`config.mk`:
```
export PLATFORM = sky130hd
export DESIGN_NAME = qrmu_out
export DESIGN_NICKNAME = d
export VERILOG_FILES = /design/src/hw/rtl/qrmu_pkg.sv /design/src/hw/rtl/qrmu_out.sv
export SDC_FILE = /design/constraint.sdc
export NUM_CORES = 2
export LEC_CHECK = 0
export BUFFER_PORTS_ARGS = -buffer_cell sky130_fd_sc_hd__buf_2
export CAP_MARGIN = 0
export CORE_AREA = 2 2 493 495
export DETAILED_ROUTE_END_ITERATION = 6
export DIE_AREA = 0 0 495 497
export PLACE_DENSITY = 0.48
export SLEW_MARGIN = 20
export SYNTH_ARGS = -nofsm -noshare
export SYNTH_HDL_FRONTEND = slang
export SYNTH_SLANG_ARGS = --single-unit
```
`constraint.sdc`:
```
create_clock -name clk -period 8 [get_ports clk]
set_input_delay 2.4 -clock clk [delete_from_list [all_inputs] [get_ports clk]]
set_output_delay 2.4 -clock clk [all_outputs]
set_load 0.03 [all_outputs]
```
`src/hw/rtl/qrmu_pkg.sv`:
```
// Shared types and constants of the quaternion rotate/multiply unit.
// Used by every pipeline module and by the port checker; depends on nothing.

package qrmu_pkg;

  // Operation codes as seen on in_func.
  localparam logic [2:0] FUNC_ROT   = 3'd0;
  localparam logic [2:0] FUNC_IROT  = 3'd1;
  localparam logic [2:0] FUNC_AB    = 3'd2;
  localparam logic [2:0] FUNC_BA    = 3'd3;
  localparam logic [2:0] FUNC_DERIV = 3'd4;

  localparam int WORD_W = 32;
  localparam int PROD_W = 64;              // one component product
  localparam int SUM_W  = 66;              // sum of four products, matrix entries
  localparam int HALF_W = 33;              // low slice of a matrix entry
  localparam int LO_W   = HALF_W + 1 + WORD_W;
  localparam int HI_W   = SUM_W - HALF_W + WORD_W;
  localparam int MV_W   = 98;              // matrix entry times vector component
  localparam int ACC_W  = 100;             // final exact component

  localparam logic signed [WORD_W-1:0] WORD_MAX = 32'sh7FFF_FFFF;
  localparam logic signed [WORD_W-1:0] WORD_MIN = 32'sh8000_0000;

  typedef logic signed [WORD_W-1:0] word_t;
  typedef logic signed [PROD_W-1:0] prod_t;
  typedef logic signed [SUM_W-1:0]  sum_t;
  typedef logic signed [LO_W-1:0]   lo_t;
  typedef logic signed [HI_W-1:0]   hi_t;
  typedef logic signed [MV_W-1:0]   mv_t;
  typedef logic signed [ACC_W-1:0]  acc_t;

  typedef enum logic [1:0] {
    MODE_ROT,
    MODE_HAM,
    MODE_DERIV,
    MODE_NONE
  } mode_t;

  // Control that travels down the pipeline with each request.
  typedef struct packed {
    logic  valid;
    mode_t mode;
    logic  flip;   // inverse rotation, or operand order b*a
  } ctl_t;

endpackage

```
`src/hw/rtl/qrmu_out.sv`:
```
// Fifth and sixth pipeline stages: row sums of the rotation, selection of the
// exact component per operation, then rounding and saturation into the output
// registers. Depends on qrmu_pkg.

module qrmu_out
  import qrmu_pkg::*;
(
  input  logic  clk,
  input  logic  rst_n,
  input  ctl_t  ctl_in,
  input  mv_t   prod [9],
  input  sum_t  hsum [4],
  output logic  res_valid,
  output word_t res [4],
  output logic  res_sat
);

  localparam int SHIFT_ROT   = 60;
  localparam int SHIFT_HAM   = 30;
  localparam int SHIFT_DERIV = 31;
  localparam int RND_W       = ACC_W - SHIFT_HAM;

  typedef logic signed [RND_W-1:0] rnd_t;

  typedef struct packed {
    logic  sat;
    word_t val;
  } rnd_res_t;

  ctl_t     ctl_r;
  acc_t     acc_r [4];
  acc_t     acc_nxt [4];
  logic     valid_r;
  word_t    res_r [4];
  word_t    res_nxt [4];
  logic     sat_r, sat_nxt;
  rnd_res_t rr [4];

  // Round to nearest with ties upward, then clamp to the signed word range.
  function automatic rnd_res_t round_sat(acc_t acc, mode_t mode);
    acc_t     t;
    rnd_t     q;
    rnd_res_t o;
    case (mode)
      MODE_ROT: begin
        t = acc + (acc_t'(1) <<< (SHIFT_ROT - 1));
        q = rnd_t'(t >>> SHIFT_ROT);
      end
      MODE_DERIV: begin
        t = acc + (acc_t'(1) <<< (SHIFT_DERIV - 1));
        q = rnd_t'(t >>> SHIFT_DERIV);
      end
      default: begin
        t = acc + (acc_t'(1) <<< (SHIFT_HAM - 1));
        q = rnd_t'(t >>> SHIFT_HAM);
      end
    endcase
    if ((&q[RND_W-1:WORD_W-1]) || !(|q[RND_W-1:WORD_W-1])) begin
      o.sat = 1'b0;
      o.val = q[WORD_W-1:0];
    end else begin
      o.sat = 1'b1;
      o.val = q[RND_W-1] ? WORD_MIN : WORD_MAX;
    end
    return o;
  endfunction

  always_comb begin
    for (int i = 0; i < 4; i++) begin
      acc_nxt[i] = '0;
    end
    case (ctl_in.mode)
      MODE_ROT: begin
        for (int r = 0; r < 3; r++) begin
          acc_nxt[r+1] = ACC_W'(prod[r*3]) + ACC_W'(prod[r*3+1]) + ACC_W'(prod[r*3+2]);
        end
      end
      MODE_HAM, MODE_DERIV: begin
        for (int i = 0; i < 4; i++) begin
          acc_nxt[i] = ACC_W'(hsum[i]);
        end
      end
      default: begin
        // Unknown codes leave every component at zero.
        for (int i = 0; i < 4; i++) begin
          acc_nxt[i] = '0;
        end
      end
    endcase
  end

  always_comb begin
    sat_nxt = 1'b0;
    for (int i = 0; i < 4; i++) begin
      rr[i]      = round_sat(acc_r[i], ctl_r.mode);
      res_nxt[i] = rr[i].val;
      sat_nxt    = sat_nxt | rr[i].sat;
    end
  end

  always_ff @(posedge clk) begin
    if (!rst_n) begin
      ctl_r   <= '0;
      valid_r <= 1'b0;
    end else begin
      ctl_r   <= ctl_in;
      valid_r <= ctl_r.valid;
    end
  end

  always_ff @(posedge clk) begin
    acc_r <= acc_nxt;
    res_r <= res_nxt;
    sat_r <= sat_nxt;
  end

  assign res_valid = valid_r;
  assign res       = res_r;
  assign res_sat   = sat_r;

endmodule

```
Word level (Yosys, flattened, before mapping)
Index checks and enable logic that the tools add are counted. Widths: inputs -> output; s select.

Flip-flop bits (word level): 499. Logic and storage cells: 68. Output and inout bits: 130.

$add $sub $neg: 18. Multiplexer cells: 13. Bitwise gates (word level): 3. Reduce and logical (&&, ||, !) cells: 19. Equality and inequality tests: 3.

Operator list (count): $pmux 300 s2 (1); $pmux 70 s2 (4); $add 100x31->100 const B (3); $add 100x32->100 const B (3); $add 100x61->100 const B (3); $add 99x98->100 (3); $add 98x98->99 (3); $reduce_and 39->1 (4); $reduce_or 39->1 (4); $mux 33 (4); $mux 32 (4); $add 66x31->67 const B (1); $add 66x32->67 const B (1); $add 66x61->67 const B (1); $eq 2x2->1 const B (2); $logic_not 1->1 (4); $logic_not 2->1 (2); $logic_or 1x1->1 (4); $or 1x1->1 (3); $eq 2x1->1 const B (1); $reduce_or 2->1 (1).

Longest topological paths before layout
Word-level depth: 9. Depth in mapped cells: 18.

Worst setup path before layout
Ideal clock, no wire load.

Path kind: input -> register. Start point: input prod[597] (netlist name). End point: register acc_r[296] (netlist name). Buffers on the path: 0. Setup slack: 1730 ps. Library setup time: 127 ps. Required time: 7873 ps. Arrival time: 6143 ps. Stages on the path: 16. Path through: inv_1 -> fa_1 -> inv_1 -> ha_1 -> nand3_1 -> nor4_1 -> a22oi_1 -> a31o_2 -> a211o_1 -> a211oi_2 -> a31oi_1 -> o311ai_1 -> a21o_1 -> a41o_1 -> a21oi_1 -> or3_1.

RTL lines: from (decl) (line qrmu_out.sv:11) `input mv_t prod [9],`; to (signal assigned) (line qrmu_out.sv:112) `acc_r <= acc_nxt;`; to (decl) (line qrmu_out.sv:31) `acc_t acc_r [4];`.

==> flow_summary.yaml <==
route:
  drc_errors: 0
  dr.first_iter.drc_count: 3982
  vias: 52100
  first_pass_iters: 6
  routed.top_layer: "met5"
  post_drt_wl_per_cell_um: 23.1
  avgViaCountPerCell: 4.93
  wirelength_um: 244000
  wl_met1_um: 112000
  wl_met3_um: 11900
  wl_met2_um: 114000
  final_antenna_net_count: 0
yosys:
  syn_nets: 8236
  avgSynthCellArea_um2: 7.71
  yosysSeqAreaShare_pct: 15.3
  synth_area_leaders: "dfxtp_1 15%, fa_1 12%, xnor2_1 7.9%"
  synth_seq_cells: 383
  synth_cell_types: 108
  synth_top_area_share_pct: 15.3
  syn_inst: 6485
  yosys_warnings: 0
  synth_edf_count: 0
  synthesis.area_um2: 50000
  synth_top_flop_cell: "dfxtp_1"
  synth_largest_area_cell: "dfxtp_1"
  async_flop_share_pct: 0
clock_tree:
  cts_tree: "built"
  cts.sinks: 383
  h-tree-depth: 2
  root_buffer: "clkbuf_16"
  cts_buffers: 51
  cts_hold_buf: 0
  clk_latency_ns: 0.64
  ctsResizeCount: 0
  postCtsSetupBuffers: 0
  path_clk_slew_ns: 0.06
  cts_buffer_depth: 3
worst_setup_path:
  r2r-end: "res[92]"
  path_class: "in -> reg"
  crit_path_end_kind: "register"
  crit_path_start: "prod[8]"
  r2r_slack_ns: 2.04
  critPathCapture: "acc_r[97]"
  worstPathArrival_ns: 7.20
  r2r-start: "acc_r[259]"
  rr_worst_depth: 13
  start_kind: "primary input"
  crit_fanout: 6
  critical_path_required_ns: 8.52
placed_design:
  place_area_um2: 58300
  gp_congestion: 0.937
  dpl.hpwl_um: 205000
  portBuffers: 1164
timing:
  hold_viol: 0
  fin_crit_ns: 6.68
  fmax_ghz: 0.150
  tightest_slew_ns: 1.04
  maxSlewHeadroom_pct: 30.3
  skew_ns: 0.0249
  setup_viol: 0
  slew_viol_final: 0
  min_period_over_period_pct: 83.5
  rsz0062_at_grt: "no"
  tns_ns: 0
floorplanning:
  ioPinCount: 1282
  fp.dieArea_um2: 246000
  design.core.area_um2: 240000
  rows: 180
  die_h_um: 497
  initial_core_util_pct: 20.8
  die-width_um: 495
job:
  maxCapViolations: 0
cells_and_area:
  fin_nets: 9090
  final_common_cell: "buf_2"
  syn_to_final_growth_pct: 20.1
  layout-drive-gt1-share_pct: 19.1
  final_cell_mix: "1,164 x buf_2, 579 x nand2_1, 507 x nor2_1"
  final_area_um2: 60100
pwr:
  vdd_drop_max_uv: 150
  cellLeakagePower_nw: 24.5
  p_per_area_nw_per_um2: 180
global_routing:
  grt_max_degree: 65
  track_usage_pct: 18.9
  grt_antenna_before_repair: 30
  gr-total-overflow: 0
  first_global_vias: 52700
  grt_pass1_wl_um: 352000
hold_path:
  hold_class: "reg -> reg"
status:
  status: "completed"
-- cells in the mapped netlist, types with 22 or more instances --
cell type	instances
a211oi_1	84
a21o_1	153
a21oi_1	487
a221oi_1	26
a22oi_1	112
a31oi_1	36
and2_1	79
and3_1	76
and4_1	49
buf_2	67
clkbuf_1	291
dfxtp_1	383
fa_1	291
ha_1	308
inv_1	401
mux2i_1	101
nand2_1	582
nand3_1	232
nand4_1	233
nor2_1	509
nor2b_1	26
nor3_1	155
nor4_1	64
o211ai_1	25
o21a_1	26
o21ai_0	349
o21bai_1	66
o221ai_1	55
o22ai_1	30
o31ai_1	22
or3_1	39
xnor2_1	453
xor2_1	336
-- worst min path at each step --
stage                  start        end  slack, ns  depth (start not counted)
floorplan           ctl_r[3]  res_valid       0.41                          1
global placement    ctl_r[3]  res_valid       0.42                          1
detailed placement  ctl_r[3]  res_valid       0.44                          1
CTS                 ctl_r[3]  res_valid       0.46                          1
global route        ctl_r[3]  res_valid       0.47                          1
finish              ctl_r[3]  res_valid       0.45                          1
-- critical path: stages --
cell	delay, ns
buf_2	0.07
inv_1	0.11
fa_1	0.55
inv_1	0.07
ha_1	0.35
nand4_1	0.22
a2111oi_0	0.11
buf_4	0.16
nor4_1	0.52
nor3_1	0.24
o211ai_1	0.36
nand3_1	0.24
a221oi_1	0.53
o31ai_2	0.15
buf_4	0.18
a21oi_1	0.26
nor4_1	0.10
or3_1	0.31
a32o_1	0.25
-- metrics by stage --
stage	total power, mW	utilization, %	std cells	hold slack, ns	setup slack [ns]
after floorplan	6.33	-	6485	0.412	1.73
after global placement	8.45	24.3	10500	0.423	0.723
after detailed placement	8.44	24.3	10500	0.439	0.731
after CTS	10.9	25.0	10600	0.459	1.42
after global routing	11.6	25.0	10600	0.471	1.21
final	10.8	25.0	10600	0.448	1.32
-- area by class of cell --
cell class,instances,area (µm²)
inverter,402,1510
clock buffer,62,1380
antenna,12,30.0
multi-input combinational,5276,38900
sequential,383,7670
tap,3185,3990
fill,26800,180000
clock inverter,31,347
timing repair buffer,1225,6280
-- layer usage --
| layer | vias up | global-route usage [%] |
|---|---|---|
| met5 | - | 0 |
| met4 | 14 | 5.01 |
| met3 | 263 | 2.03 |
| met2 | 1882 | 31.7 |
| met1 | 25300 | 25.6 |
| li1 | 24600 | - |
-- report_power, final --
group	switching (mW)	internal, mW
combinational	3.49	2.18
sequential	0.564	2.21
clock	1.01	1.38
total	5.06	5.77
-- cells by family (layout without fill, tap and decap cells) --
group	count (synthesis)	count (layout)	share of synthesized area, %
simple gates	2168	2168	21.7
fa+ha+maj	599	599	19.3
compound gates	1614	1614	20.5
other cells	0	12	0
mux	106	106	2.13
buf+inv	826	1720	7.20
flops	383	383	15.3
xor+xnor	789	789	13.8
-- registers in the layout, indices dropped and copies added, names as in the netlist --
register and flops:
res 128, res_valid 1, ctl_r 3, res_sat 1, acc_r 250
Power figures use the tool's default switching activity.
